File: src/sv/uct_pkg.sv
// ----------------------------------------------------------------------------
// uct_pkg
// Shared types, byte codes and role codes for the URL component tagger.
// ----------------------------------------------------------------------------
package uct_pkg;

   // Byte codes the parser reacts to
   localparam logic [7:0] CH_COLON  = 8'h3A;
   localparam logic [7:0] CH_SLASH  = 8'h2F;
   localparam logic [7:0] CH_QUERY  = 8'h3F;
   localparam logic [7:0] CH_AMP    = 8'h26;
   localparam logic [7:0] CH_EQUALS = 8'h3D;

   // Byte roles
   localparam logic [3:0] ROLE_SCHEME = 4'd0;
   localparam logic [3:0] ROLE_DELIM  = 4'd1;
   localparam logic [3:0] ROLE_HOST   = 4'd2;
   localparam logic [3:0] ROLE_COLON  = 4'd3;
   localparam logic [3:0] ROLE_PORT   = 4'd4;
   localparam logic [3:0] ROLE_PATH   = 4'd5;
   localparam logic [3:0] ROLE_QUERY  = 4'd6;
   localparam logic [3:0] ROLE_NAME   = 4'd7;
   localparam logic [3:0] ROLE_EQUALS = 4'd8;
   localparam logic [3:0] ROLE_VALUE  = 4'd9;
   localparam logic [3:0] ROLE_AMP    = 4'd10;

   // Error codes on the final item of a URL
   localparam logic [1:0] ERR_NONE     = 2'd0;
   localparam logic [1:0] ERR_EMPTY    = 2'd1;
   localparam logic [1:0] ERR_NO_DELIM = 2'd2;

   // Bytes held back while looking for "://"
   localparam logic [1:0] HELD_NONE        = 2'd0;
   localparam logic [1:0] HELD_COLON       = 2'd1;
   localparam logic [1:0] HELD_COLON_SLASH = 2'd2;

   // Most result items one input item can cause
   localparam int unsigned MAX_RESULTS = 3;
   // Slots in the result queue
   localparam int unsigned QUEUE_DEPTH = 4;

   typedef enum logic [6:0] {
      PH_START  = 7'b0000001,
      PH_SCHEME = 7'b0000010,
      PH_HOST   = 7'b0000100,
      PH_PORT   = 7'b0001000,
      PH_PATH   = 7'b0010000,
      PH_NAME   = 7'b0100000,
      PH_VALUE  = 7'b1000000
   } phase_type;

   typedef struct packed {
      logic       has_char;
      logic [7:0] char_in;
      logic       last;
   } req_type;

   typedef struct packed {
      logic       has_byte;
      logic [7:0] byte_out;
      logic [3:0] role;
      logic       end_of_url;
      logic [1:0] error;
   } result_type;

   // Results of one input item, in order, slot 0 first
   typedef struct packed {
      logic                               valid;
      logic [1:0]                         count;
      result_type [MAX_RESULTS-1:0]       items;
   } batch_type;

   function automatic result_type item_of(input logic [7:0] b, input logic [3:0] r);
      result_type item;
      item.has_byte   = 1'b1;
      item.byte_out   = b;
      item.role       = r;
      item.end_of_url = 1'b0;
      item.error      = ERR_NONE;
      return item;
   endfunction

endpackage

File: src/sv/uct_req_if.sv
// ----------------------------------------------------------------------------
// uct_req_if
// Input channel: one URL byte and end marker per item.
// ----------------------------------------------------------------------------
interface uct_req_if;
   logic       valid;
   logic       ready;
   logic       has_char;
   logic [7:0] char_in;
   logic       last;

   modport source (output valid, output has_char, output char_in, output last,
                   input ready);
   modport sink   (input valid, input has_char, input char_in, input last,
                   output ready);
endinterface

File: src/sv/uct_rsp_if.sv
// ----------------------------------------------------------------------------
// uct_rsp_if
// Result channel: one tagged byte per item.
// ----------------------------------------------------------------------------
interface uct_rsp_if;
   logic       valid;
   logic       ready;
   logic       has_byte;
   logic [7:0] byte_out;
   logic [3:0] role;
   logic       end_of_url;
   logic [1:0] error;

   modport source (output valid, output has_byte, output byte_out, output role,
                   output end_of_url, output error, input ready);
   modport sink   (input valid, input has_byte, input byte_out, input role,
                   input end_of_url, input error, output ready);
endinterface

File: src/sv/uct_tagger.sv
// ----------------------------------------------------------------------------
// uct_tagger
// Input register, parse state and the per-byte tagging logic. Produces up to
// three result items per input item, handed to the queue when it has room.
// ----------------------------------------------------------------------------
module uct_tagger (
   input  logic                clock,
   input  logic                reset,
   input  logic                req_valid,
   input  uct_pkg::req_type    req_data,
   output logic                req_ready,
   input  logic                room,
   output uct_pkg::batch_type  batch
);

   logic                 in_vld_ff, in_vld_in;
   uct_pkg::req_type     in_ff, in_in;
   uct_pkg::phase_type   phase_ff, phase_in;
   logic [1:0]           held_ff, held_in;
   logic                 seen_ff, seen_in;

   logic                 advance;
   uct_pkg::phase_type   ph;
   logic [1:0]           hc;
   logic                 seen;
   logic                 done;
   logic [1:0]           n;
   logic [1:0]           err;
   logic [7:0]           c;
   uct_pkg::result_type [uct_pkg::MAX_RESULTS-1:0] items;

   assign advance   = in_vld_ff && room;
   assign req_ready = !in_vld_ff || room;

   always_comb begin
      in_vld_in = in_vld_ff;
      in_in     = in_ff;
      if (req_valid && req_ready) begin
         in_vld_in = 1'b1;
         in_in     = req_data;
      end else if (advance) begin
         in_vld_in = 1'b0;
      end
   end

   always_comb begin
      ph    = phase_ff;
      hc    = held_ff;
      seen  = seen_ff;
      done  = 1'b0;
      n     = 2'd0;
      err   = uct_pkg::ERR_NONE;
      c     = in_ff.char_in;
      items = '0;

      if (in_ff.has_char) begin
         if (ph == uct_pkg::PH_START) begin
            seen = 1'b1;
            if (c == uct_pkg::CH_SLASH) begin
               ph = uct_pkg::PH_PATH;
               items[n] = uct_pkg::item_of(c, uct_pkg::ROLE_PATH);
               n = n + 2'd1;
               done = 1'b1;
            end else begin
               ph = uct_pkg::PH_SCHEME;
               hc = uct_pkg::HELD_NONE;
            end
         end
         if (!done) begin
            case (ph)
               uct_pkg::PH_SCHEME: begin
                  // flush held bytes that did not become "://"
                  if (hc == uct_pkg::HELD_COLON && c != uct_pkg::CH_SLASH) begin
                     items[n] = uct_pkg::item_of(uct_pkg::CH_COLON, uct_pkg::ROLE_SCHEME);
                     n = n + 2'd1;
                     hc = uct_pkg::HELD_NONE;
                  end else if (hc == uct_pkg::HELD_COLON) begin
                     hc = uct_pkg::HELD_COLON_SLASH;
                     done = 1'b1;
                  end else if (hc == uct_pkg::HELD_COLON_SLASH
                               && c == uct_pkg::CH_SLASH) begin
                     items[0] = uct_pkg::item_of(uct_pkg::CH_COLON, uct_pkg::ROLE_DELIM);
                     items[1] = uct_pkg::item_of(uct_pkg::CH_SLASH, uct_pkg::ROLE_DELIM);
                     items[2] = uct_pkg::item_of(uct_pkg::CH_SLASH, uct_pkg::ROLE_DELIM);
                     n = 2'd3;
                     hc = uct_pkg::HELD_NONE;
                     ph = uct_pkg::PH_HOST;
                     done = 1'b1;
                  end else if (hc == uct_pkg::HELD_COLON_SLASH) begin
                     items[0] = uct_pkg::item_of(uct_pkg::CH_COLON, uct_pkg::ROLE_SCHEME);
                     items[1] = uct_pkg::item_of(uct_pkg::CH_SLASH, uct_pkg::ROLE_SCHEME);
                     n = 2'd2;
                     hc = uct_pkg::HELD_NONE;
                  end
                  if (!done) begin
                     if (c == uct_pkg::CH_COLON) begin
                        hc = uct_pkg::HELD_COLON;
                     end else begin
                        items[n] = uct_pkg::item_of(c, uct_pkg::ROLE_SCHEME);
                        n = n + 2'd1;
                     end
                  end
               end
               uct_pkg::PH_HOST: begin
                  if (c == uct_pkg::CH_SLASH) begin
                     ph = uct_pkg::PH_PATH;
                     items[n] = uct_pkg::item_of(c, uct_pkg::ROLE_PATH);
                  end else if (c == uct_pkg::CH_COLON) begin
                     ph = uct_pkg::PH_PORT;
                     items[n] = uct_pkg::item_of(c, uct_pkg::ROLE_COLON);
                  end else begin
                     items[n] = uct_pkg::item_of(c, uct_pkg::ROLE_HOST);
                  end
                  n = n + 2'd1;
               end
               uct_pkg::PH_PORT: begin
                  if (c == uct_pkg::CH_SLASH) begin
                     ph = uct_pkg::PH_PATH;
                     items[n] = uct_pkg::item_of(c, uct_pkg::ROLE_PATH);
                  end else begin
                     items[n] = uct_pkg::item_of(c, uct_pkg::ROLE_PORT);
                  end
                  n = n + 2'd1;
               end
               uct_pkg::PH_PATH: begin
                  if (c == uct_pkg::CH_QUERY) begin
                     ph = uct_pkg::PH_NAME;
                     items[n] = uct_pkg::item_of(c, uct_pkg::ROLE_QUERY);
                  end else begin
                     items[n] = uct_pkg::item_of(c, uct_pkg::ROLE_PATH);
                  end
                  n = n + 2'd1;
               end
               uct_pkg::PH_NAME: begin
                  if (c == uct_pkg::CH_EQUALS) begin
                     ph = uct_pkg::PH_VALUE;
                     items[n] = uct_pkg::item_of(c, uct_pkg::ROLE_EQUALS);
                  end else if (c == uct_pkg::CH_AMP) begin
                     items[n] = uct_pkg::item_of(c, uct_pkg::ROLE_AMP);
                  end else begin
                     items[n] = uct_pkg::item_of(c, uct_pkg::ROLE_NAME);
                  end
                  n = n + 2'd1;
               end
               default: begin
                  if (c == uct_pkg::CH_AMP) begin
                     ph = uct_pkg::PH_NAME;
                     items[n] = uct_pkg::item_of(c, uct_pkg::ROLE_AMP);
                  end else begin
                     ph = uct_pkg::PH_VALUE;
                     items[n] = uct_pkg::item_of(c, uct_pkg::ROLE_VALUE);
                  end
                  n = n + 2'd1;
               end
            endcase
         end
      end

      if (in_ff.last) begin
         if (!seen || ph == uct_pkg::PH_START) begin
            err = uct_pkg::ERR_EMPTY;
         end else if (ph == uct_pkg::PH_SCHEME) begin
            err = uct_pkg::ERR_NO_DELIM;
            if (hc != uct_pkg::HELD_NONE) begin
               items[n] = uct_pkg::item_of(uct_pkg::CH_COLON, uct_pkg::ROLE_SCHEME);
               n = n + 2'd1;
            end
            if (hc == uct_pkg::HELD_COLON_SLASH) begin
               items[n] = uct_pkg::item_of(uct_pkg::CH_SLASH, uct_pkg::ROLE_SCHEME);
               n = n + 2'd1;
            end
         end
         // bare end marker item when nothing else goes out
         if (n == 2'd0) begin
            n = 2'd1;
         end
         items[n - 2'd1].end_of_url = 1'b1;
         items[n - 2'd1].error      = err;
         ph   = uct_pkg::PH_START;
         hc   = uct_pkg::HELD_NONE;
         seen = 1'b0;
      end
   end

   assign phase_in = advance ? ph   : phase_ff;
   assign held_in  = advance ? hc   : held_ff;
   assign seen_in  = advance ? seen : seen_ff;

   assign batch.valid = advance;
   assign batch.count = n;
   assign batch.items = items;

   always_ff @(posedge clock) begin
      if (reset) begin
         in_vld_ff <= 1'b0;
         phase_ff  <= uct_pkg::PH_START;
         held_ff   <= uct_pkg::HELD_NONE;
         seen_ff   <= 1'b0;
      end else begin
         in_vld_ff <= in_vld_in;
         phase_ff  <= phase_in;
         held_ff   <= held_in;
         seen_ff   <= seen_in;
      end
   end

   always_ff @(posedge clock) begin
      in_ff <= in_in;
   end

endmodule

File: src/sv/uct_rsp_queue.sv
// ----------------------------------------------------------------------------
// uct_rsp_queue
// Four-slot result queue. Takes a batch of up to three items in one cycle and
// presents one item a cycle from slot 0 while out_ready is high.
// ----------------------------------------------------------------------------
module uct_rsp_queue (
   input  logic                 clock,
   input  logic                 reset,
   input  uct_pkg::batch_type   batch,
   output logic                 room,
   output logic                 out_valid,
   output uct_pkg::result_type  out_item,
   input  logic                 out_ready
);

   uct_pkg::result_type [uct_pkg::QUEUE_DEPTH-1:0] q_ff, q_in;
   logic [2:0]  count_ff, count_in;
   logic        pop;
   logic [2:0]  base;

   assign out_valid = (count_ff != 3'd0);
   assign out_item  = q_ff[0];
   assign pop       = out_valid && out_ready;
   assign base      = count_ff - {2'b00, pop};
   // a full batch always fits once at most one item is left
   assign room      = (base <= 3'd1);

   always_comb begin
      q_in     = q_ff;
      count_in = base;
      if (pop) begin
         for (int j = 0; j < uct_pkg::QUEUE_DEPTH - 1; j++) begin
            q_in[j] = q_ff[j + 1];
         end
      end
      if (batch.valid) begin
         for (int i = 0; i < uct_pkg::MAX_RESULTS; i++) begin
            if (2'(i) < batch.count) begin
               q_in[base[1:0] + 2'(i)] = batch.items[i];
            end
         end
         count_in = base + {1'b0, batch.count};
      end
   end

   always_ff @(posedge clock) begin
      if (reset) begin
         count_ff <= 3'd0;
      end else begin
         count_ff <= count_in;
      end
   end

   always_ff @(posedge clock) begin
      q_ff <= q_in;
   end

endmodule

File: src/sv/url_component_tagger.sv
// ----------------------------------------------------------------------------
// url_component_tagger
// Tags each byte of a URL with its role (scheme, delimiter, host, port, path,
// query and parameter parts) and flags the end of each URL with an error code.
// ----------------------------------------------------------------------------
//
//   channel   direction   carries
//   req_chan  in          has_char, char_in, last: one URL byte per item
//   rsp_chan  out         has_byte, byte_out, role, end_of_url, error
//
// One input item is taken per cycle while the input register can take it; each
// tagged byte leaves as one item per cycle while the result channel is ready,
// so an input item that releases held "://" bytes or a flushed scheme yields
// up to three output items. Each accepted item passes through the input
// register, then the four-slot result queue, on its way to the result channel.
// Synchronous reset returns parse state to the start of a URL and empties the
// queue. A stalled result channel fills the queue; input stalls only while the
// input register is full and two or more items would stay in the queue after
// this cycle's pop.
// ----------------------------------------------------------------------------
module url_component_tagger (
   input  logic          clock,
   input  logic          reset,
   uct_req_if.sink       req_chan,
   uct_rsp_if.source     rsp_chan
);

   uct_pkg::req_type     req_data;
   uct_pkg::batch_type   batch;
   uct_pkg::result_type  out_item;
   logic                 room;

   assign req_data.has_char = req_chan.has_char;
   assign req_data.char_in  = req_chan.char_in;
   assign req_data.last     = req_chan.last;

   uct_tagger u_tagger (
      .clock     (clock),
      .reset     (reset),
      .req_valid (req_chan.valid),
      .req_data  (req_data),
      .req_ready (req_chan.ready),
      .room      (room),
      .batch     (batch)
   );

   uct_rsp_queue u_queue (
      .clock     (clock),
      .reset     (reset),
      .batch     (batch),
      .room      (room),
      .out_valid (rsp_chan.valid),
      .out_item  (out_item),
      .out_ready (rsp_chan.ready)
   );

   assign rsp_chan.has_byte   = out_item.has_byte;
   assign rsp_chan.byte_out   = out_item.byte_out;
   assign rsp_chan.role       = out_item.role;
   assign rsp_chan.end_of_url = out_item.end_of_url;
   assign rsp_chan.error      = out_item.error;

endmodule

File: src/flat_wrapper.sv
// flat-port wrapper written by rule: the top's interface ports become plain ports
module url_component_tagger_flat 
  (clock, reset, req_chan_valid, req_chan_has_char, req_chan_char_in, req_chan_last, req_chan_ready, rsp_chan_valid, rsp_chan_has_byte, rsp_chan_byte_out, rsp_chan_role, rsp_chan_end_of_url, rsp_chan_error, rsp_chan_ready);
  uct_req_if req_chan_i ();
  uct_rsp_if rsp_chan_i ();
  input  logic clock;
  input  logic reset;
  input wire logic [$bits(req_chan_i.valid)-1:0] req_chan_valid;
  input wire logic [$bits(req_chan_i.has_char)-1:0] req_chan_has_char;
  input wire logic [$bits(req_chan_i.char_in)-1:0] req_chan_char_in;
  input wire logic [$bits(req_chan_i.last)-1:0] req_chan_last;
  output wire logic [$bits(req_chan_i.ready)-1:0] req_chan_ready;
  output wire logic [$bits(rsp_chan_i.valid)-1:0] rsp_chan_valid;
  output wire logic [$bits(rsp_chan_i.has_byte)-1:0] rsp_chan_has_byte;
  output wire logic [$bits(rsp_chan_i.byte_out)-1:0] rsp_chan_byte_out;
  output wire logic [$bits(rsp_chan_i.role)-1:0] rsp_chan_role;
  output wire logic [$bits(rsp_chan_i.end_of_url)-1:0] rsp_chan_end_of_url;
  output wire logic [$bits(rsp_chan_i.error)-1:0] rsp_chan_error;
  input wire logic [$bits(rsp_chan_i.ready)-1:0] rsp_chan_ready;
  assign req_chan_i.valid = req_chan_valid;
  assign req_chan_i.has_char = req_chan_has_char;
  assign req_chan_i.char_in = req_chan_char_in;
  assign req_chan_i.last = req_chan_last;
  assign req_chan_ready = req_chan_i.ready;
  assign rsp_chan_valid = rsp_chan_i.valid;
  assign rsp_chan_has_byte = rsp_chan_i.has_byte;
  assign rsp_chan_byte_out = rsp_chan_i.byte_out;
  assign rsp_chan_role = rsp_chan_i.role;
  assign rsp_chan_end_of_url = rsp_chan_i.end_of_url;
  assign rsp_chan_error = rsp_chan_i.error;
  assign rsp_chan_i.ready = rsp_chan_ready;
  url_component_tagger u_core (.clock(clock), .reset(reset), .req_chan(req_chan_i), .rsp_chan(rsp_chan_i));
endmodule
File: config.mk
export PLATFORM = sky130hd
export DESIGN_NAME = url_component_tagger_flat
export DESIGN_NICKNAME = d
export VERILOG_FILES = /design/src/sv/uct_pkg.sv /design/src/sv/uct_req_if.sv /design/src/sv/uct_rsp_if.sv /design/src/sv/uct_tagger.sv /design/src/sv/uct_rsp_queue.sv /design/src/sv/url_component_tagger.sv /design/src/flat_wrapper.sv
export SDC_FILE = /design/constraint.sdc
export NUM_CORES = 1
export LEC_CHECK = 0
export ABC_CLOCK_PERIOD_IN_PS = 5700
export BUFFER_PORTS_ARGS = -buffer_cell sky130_fd_sc_hd__buf_2
export CORE_AREA = 8 8 131 133
export DETAILED_ROUTE_END_ITERATION = 8
export DIE_AREA = 0 0 139 141
export HOLD_SLACK_MARGIN = 0.06
export SLEW_MARGIN = 20
export SYNTH_ARGS = -nofsm -noshare
export SYNTH_HDL_FRONTEND = slang
export SYNTH_SLANG_ARGS = --single-unit
File: constraint.sdc
create_clock -name clock -period 5.7 [get_ports clock]
set_clock_uncertainty 0.05 [all_clocks]
set_input_delay 0.285 -clock clock [delete_from_list [all_inputs] [get_ports clock]]
set_output_delay 0.285 -clock clock [all_outputs]
set_load 0.05 [all_outputs]
; Word-level counts from Yosys, hierarchy flattened
; Cells that the tools add are included.
[totals]
reg_bits = 88
input_bits = 14
word_cells = 249
[op_classes]
addsub = 9
order_cmp = 20
n_eq_ne = 17
n_mux = 145
bitwise = 9
reduce_logical = 21
[op_table]
columns = cell, count
row1 = 48-bit 2-to-1 mux, 27
row2 = 48-bit bitwise mux, 12
row3 = 64-bit 2-to-1 mux, 5
row4 = 16-bit demux with 2-bit select, 9
row5 = 48-bit one-hot mux with 5 select lines, 1
row6 = 64-bit bitwise mux, 3
row7 = 16-bit 2-to-1 mux, 11
row8 = 7-bit 2-to-1 mux, 14
row9 = 2-bit 2-to-1 mux, 41
row10 = 33-bit inverter, 2
row11 = 32-bit 2-to-1 mux, 2
row12 = "8-bit by 6-bit == test with 1-bit output, second input constant", 5
row13 = 7-bit one-hot mux with 5 select lines, 1
row14 = 11-bit by 33-bit AND with 33-bit output, 1
row15 = 33-bit AND, 1
row16 = 30-bit AND, 1
row17 = 30-bit inverter, 1
row18 = "2-bit by 3-bit < comparator with 1-bit output, second input constant", 8
row19 = 18-bit bitwise OR, 1
row20 = "2-bit by 1-bit greater-or-equal comparator with 1-bit output, second input constant", 8
row21 = 1-bit 2-to-1 mux, 16
row22 = 15-bit bitwise OR, 1
row23 = 5-bit by 15-bit bitwise OR with 15-bit output, 1
row24 = "7-bit by 1-bit == test with 1-bit output, second input constant", 2
row25 = other kinds (24), 47

; Longest topological paths before layout
[depth]
word_depth = 48
ltp_mapped = 25
ltp_nobuf = 20

; Modules after synthesis
; Synthesis repeated with hierarchy kept, for this count alone.
[unflattened]
cells_unflattened = 1143
area_unflattened_um2 = 9054.9
[modules_own_cells]
columns = module, n_inst, cells_each, area_each_um2, seq_area_each_um2
row1 = uct_rsp_queue, 1, 810, 6565.0, 1501.4
row2 = uct_tagger, 1, 333, 2489.9, 520.5

; Worst setup path before layout
; OpenSTA, ideal clock, no wires.
[synth_timing]
path_type = flip-flop to flip-flop
startpoint = register u_core.u_tagger.in_ff (netlist bit u_core.u_tagger.c[4])
endpoint = register u_core.u_queue.count_ff[1]
setup_ps = 71
t_arrival_ps = 5137
slack_ps = 443
path_stages_with_launch = 24
path_buffers = 3
path_cell_list = edfxtp_1 > or4b_4 > nor2_1 > nor2_1 > a31oi_1 > ha_1 > or3_1 > a21o_1 > buf_2 > inv_2 > buf_2 > ha_1 > nor2_1 > a21oi_1 > ha_1 > o2111ai_1 > a21oi_1 > o311ai_1 > and2_1 > buf_2 > ha_1 > fa_1 > nand2_1 > a21oi_1
[synth_between]
elab_chain_cells = 34
word_cells_on_any_way = 89
classes_between = 5 x add/sub / 16 x eq/ne / 63 x mux / 5 x reduce/logical
[synth_lines]
columns = item, line_no
row1 = start: declaration, uct_tagger.sv:17  ; uct_pkg::req_type in_ff, in_in;
row2 = start signal: assignment, uct_tagger.sv:208  ; in_ff <= in_in;
row3 = 8-bit by 6-bit == test with 1-bit output, --
row4 = 2-bit 2-to-1 mux, uct_tagger.sv:59  ; if (c == uct_pkg::CH_SLASH) begin
row5 = 2-bit 2-to-1 mux, uct_tagger.sv:57  ; if (ph == uct_pkg::PH_START) begin
row6 = 2-bit 2-to-1 mux, uct_tagger.sv:56  ; if (in_ff.has_char) begin
row7 = 2-bit == test, "uct_tagger.sv:80, uct_tagger.sv:89"
row8 = 2-bit 2-to-1 mux or 1-bit logical AND (tied branches), "uct_tagger.sv:89, uct_tagger.sv:81"
row9 = 2-bit 2-to-1 mux, uct_tagger.sv:80  ; end else if (hc == uct_pkg::HELD_COLON_SLASH
row10 = 2-bit 2-to-1 mux, uct_tagger.sv:77  ; end else if (hc == uct_pkg::HELD_COLON) begin
row11 = (+18 left out), --
row12 = 2-bit 2-to-1 mux, uct_tagger.sv:160  ; if (!seen || ph == uct_pkg::PH_START) begin
row13 = 2-bit 2-to-1 mux, uct_tagger.sv:159  ; if (in_ff.last) begin
row14 = 2-bit zero test, uct_tagger.sv:174  ; if (n == 2'd0) begin
row15 = 2-bit 2-to-1 mux, uct_tagger.sv:174
row16 = 2-bit 2-to-1 mux, uct_tagger.sv:159
row17 = 2-bit 2-to-1 mux *, uct_tagger.sv:159
row18 = 3-bit by 2-bit adder with 3-bit output *, uct_rsp_queue.sv:42  ; count_in = base + {1'b0, batch.count};
row19 = 3-bit 2-to-1 mux *, uct_rsp_queue.sv:36  ; if (batch.valid) begin
row20 = end signal: assignment, uct_rsp_queue.sv:50  ; count_ff <= count_in;
row21 = end: declaration, uct_rsp_queue.sv:17  ; logic [2:0] count_ff, count_in;
; Mark *: on every way between the ends. The rest lies on a longest branch, timed or not. The select of a mux whose other input is x is not followed.
; A chain may end at the register's enable or synchronous reset.

==> results.txt <==
TritonCTS created 9 clock buffers. The number of antenna-violating nets in the routed design came out at 0. The number of remaining DRC errors came out at 0. The share of layout cells above drive strength 1 came out at 0.145. In this run the number of H-tree levels came out at 3.

The worst setup path is launched from a register. The die is 141 um tall. The final routed wirelength across all metal layers is ~23 mm.

In the global route stage, met2 resource usage came out at 0.373. The synthesis-stage register bit count is 88. The critical hold path startpoint is req_chan_valid. The fraction of the cycle the final worst path needs is 0.933.

The worst supply voltage drop on vdd is around 310 uV. The root buffer cell chosen for the clock tree is clkbuf_16. Synthesis produced a netlist whose cell count is 814. The floorplan step set the die width to 139 um. The total area inside the core boundary comes to about 0.015 mm2.

After global routing, the most crowded layer is met2. The share of async-settable or async-resettable flops after synthesis came out at 0. The worst hold path terminates at u_core.u_tagger.in_vld_ff. The diode insertion count for antenna repair is 0. The area overhead of the layout relative to synthesis is 10.4%. The count of final hold-check violations is 0.

The final setup TNS came out at 0 ps. The overall global routing resource usage came out at 0.230. The yosys synthesis warning count came out at 0. The count of maximum capacitance violations came out at 0. The length in cells of the worst reg-to-reg path came out at 19.

The path class of the tightest hold or removal check is in -> reg. The maximum net fanout on the critical path is 8. In this run the tightest slew margin relative to its limit is 0.385. The area of the die is approximately 0.02 mm2.

Synthesis produced a netlist with a net count of 840. TritonCTS built the clock tree. Walking the worst path, the cells encountered are or4b_4 -> nor2_2 -> nor2_1 -> a31oi_1 -> ha_1 -> or3_1 -> a21o_1 -> inv_2 -> ha_1 -> nor2_1 -> a21oi_1 -> ha_1 -> o2111ai_1 -> a31oi_1 -> and4_1 -> o211ai_1 -> buf_4 -> o31ai_1 -> a31oi_1.

The achievable frequency is 188 MHz. The capture point of the worst reg-to-reg path is u_core.u_queue.q_ff[47]. Routability-driven placement finished with a final weighted congestion of 0.954. The violation count after the first detailed-routing iteration came out at 716. Entering global routing, the biggest net connects 47 pins. The library cells used most frequently in the layout, excluding fill and tap cells, are nand2_1, nor2_1, dfxtp_1, mux2i_1, a21oi_1. The design area is 0.00739 mm2. Including well taps, the total number of placed cells is between 900 and 1000. The initial cell density of the core is 0.447. CTS saw between 80 and 90 sinks. The startpoint identified for the worst register-to-register timing path is u_core.u_tagger.c[6]. The critical path required time came out at between 5000 and 6000 ps. The maximum root-to-sink buffer count is 2. The number of cells on the worst hold path is 3. STA classifies the critical path endpoint as a register. The final global-route overflow total came out at 0. Dividing the synthesized area by the synthesized cell count gives roughly 8.2 um2. Setup repair after global routing left no endpoint under its margin.

Summing every instance area after synthesis gives ~0.0067 mm2. The number of enable-type register cells in the synthesized netlist came out at 26. The met3 capacity usage during global routing came out at 0.0422.

The final setup violation count came out at 0. The number of I/O port buffers came out at 31. The via count of the first global-routing pass came to 6217.

Leaving out fill and tap cells, the most frequent cell in the layout is nand2_1. The insertion delay of the later-clocked pin in the worst-skew pair came out at about 360 ps. The number of vias per cell after detailed routing is approximately 6.5.

The post-CTS setup repair buffer count came out at 0. The flow ran to the end, and the final reports show no timing, DRC or antenna violations. The number of rows created at floorplan came out at between 40 and 50. The placement-stage cell area is 0.00699 mm2.

32 I/O pins were placed. Data on the critical path arrives at its endpoint at around 5500 ps. The post-CTS clock slew at the launch and capture registers of the worst setup and hold paths is around 70 ps.

The average routed wire per standard cell is ~22 um. For this run, the slowest stage of the critical path takes around 600 ps. The analysis attributes to cell leakage a power of just over 3 nW. The transition time at the pin with the least slew margin is a little over 900 ps. The sequential fraction of the synthesis area came out at 0.302. The estimated wirelength of the detail-placed design came out at 17.4 mm.

The via total after detailed routing came out at 6623. The met1 routing resource usage after global routing is 0.296. The net count of the finished layout is 858.

The critical path is of the reg -> reg type. The first-pass iteration count of the detailed router came out at 5. On the critical path, the stage with the largest delay is an instance of or4b_4. The initial antenna violation count is 0. The max-slew violation count came to 0.

The dominant register cell in the synthesized netlist is dfxtp_1. The slack of the worst reg-to-reg path came out at 380 ps. The routed design could run at a clock period as short as between 5000 and 6000 ps. The wire length of the first global-routing pass came out at 35.7 mm. The final non-filler cell total came out at 1025.

The total power divided by cell area came out at just over 500 mW/mm2. The number of unique standard cell types used by synthesis is 91.
## synth_stat cells, types with 13 or more instances
cell        n  share of area
a22oi_1    13          0.015
nor2_1     63          0.035
o31ai_1    15          0.017
nor3_1     14          0.010
nand2_1   105          0.059
o211ai_1   19          0.021
o21ai_0    35          0.026
a21oi_1    48          0.036
dfxtp_1    62           0.19
o22ai_1    25          0.023
buf_4      15          0.017
mux2i_1    57          0.085
inv_1      14         0.0079
a31oi_1    26          0.024
clkbuf_1   38          0.021
nand3_1    20          0.015
edfxtp_1   26           0.12
## state kept, by name, indices dropped and copies added, names as in the netlist
signal	cells
u_core.u_tagger.held_ff	2
u_core.u_tagger.c	8
u_core.u_queue.out_item	16
u_core.u_tagger.seen_ff	1
u_core.u_queue.count_ff	3
u_core.u_tagger.phase_ff	7
u_core.u_tagger.in_vld_ff	1
u_core.u_tagger.in_ff	2
u_core.u_queue.q_ff	48
## how the worst max path moves through the flow
stage / startpoint / to / slack, ps / depth (start not counted)
global placement: u_core.u_tagger.phase_ff[3] / u_core.u_queue.q_ff[35] / 410 / 18
finish: u_core.u_tagger.c[6] / u_core.u_queue.q_ff[47] / 380 / 19
detailed placement: u_core.u_tagger.phase_ff[3] / u_core.u_queue.q_ff[47] / 260 / 19
floorplan: u_core.u_tagger.c[4] / u_core.u_queue.count_ff[1] / 440 / 23
CTS: u_core.u_tagger.phase_ff[3] / u_core.u_queue.count_ff[1] / 220 / 20
global route: u_core.u_tagger.c[4] / u_core.u_queue.q_ff[45] / 40 / 18
## where the power goes
group,switching (W),internal [W],total [W]
Sequential,0.000149,0.000927,0.00108
Clock,0.000285,0.000303,0.000587
Combinational,0.00139,0.000754,0.00215
## logic make-up (layout without fill, tap and decap cells)
| logic type | after synthesis | count (layout) | synth area share |
|---|---|---|---|
| mux | 60 | 60 | 0.0903 |
| compound gates | 276 | 276 | 0.297 |
| buf+inv | 83 | 106 | 0.0608 |
| simple gates | 290 | 290 | 0.219 |
| flops | 88 | 88 | 0.302 |
| xor+xnor | 5 | 5 | 0.00654 |
| fa+ha+maj | 12 | 12 | 0.0236 |
## layout make-up
cell class	instances	area [um2]
multi-input combinational	643	4290
timing repair buffer	73	495
sequential	88	2020
tap	188	235
clock buffer	10	229
inverter	17	63.8
clock inverter	6	51.3
fill	1444	7590
## worst max-delay path, delay by kind of cell, from the launching register on
family	cells	cell delay (ps)
buf+inv	2	360
fa+ha+maj	3	820
flops	1	560
simple gates	6	1670
compound gates	8	1710
## layer usage
layer | up-vias | part of all wire
met5 | - | 0
met4 | 0 | 0.030
met3 | 37 | 0.070
met2 | 291 | 0.47
met1 | 3173 | 0.43
li1 | 3122 | -
## per-stage QoR
stage                util  hold slack (ps)  worst slack (ps)  power, W
finish              0.493              109               383   0.00381
global route        0.493              130              36.6   0.00404
CTS                 0.492             99.0               222   0.00380
detailed placement  0.467              394               258   0.00320
global placement    0.467              392               413   0.00316
floorplan               -              312               443   0.00271
## repair_timing
item                                    in CTS  in global routing
hold buffers                                10                  0
resized for setup                            0                  3
endpoints found under the setup margin       0                 39
hold endpoints to repair                    10                  0
No activity file was read; power rests on OpenSTA's default activity.
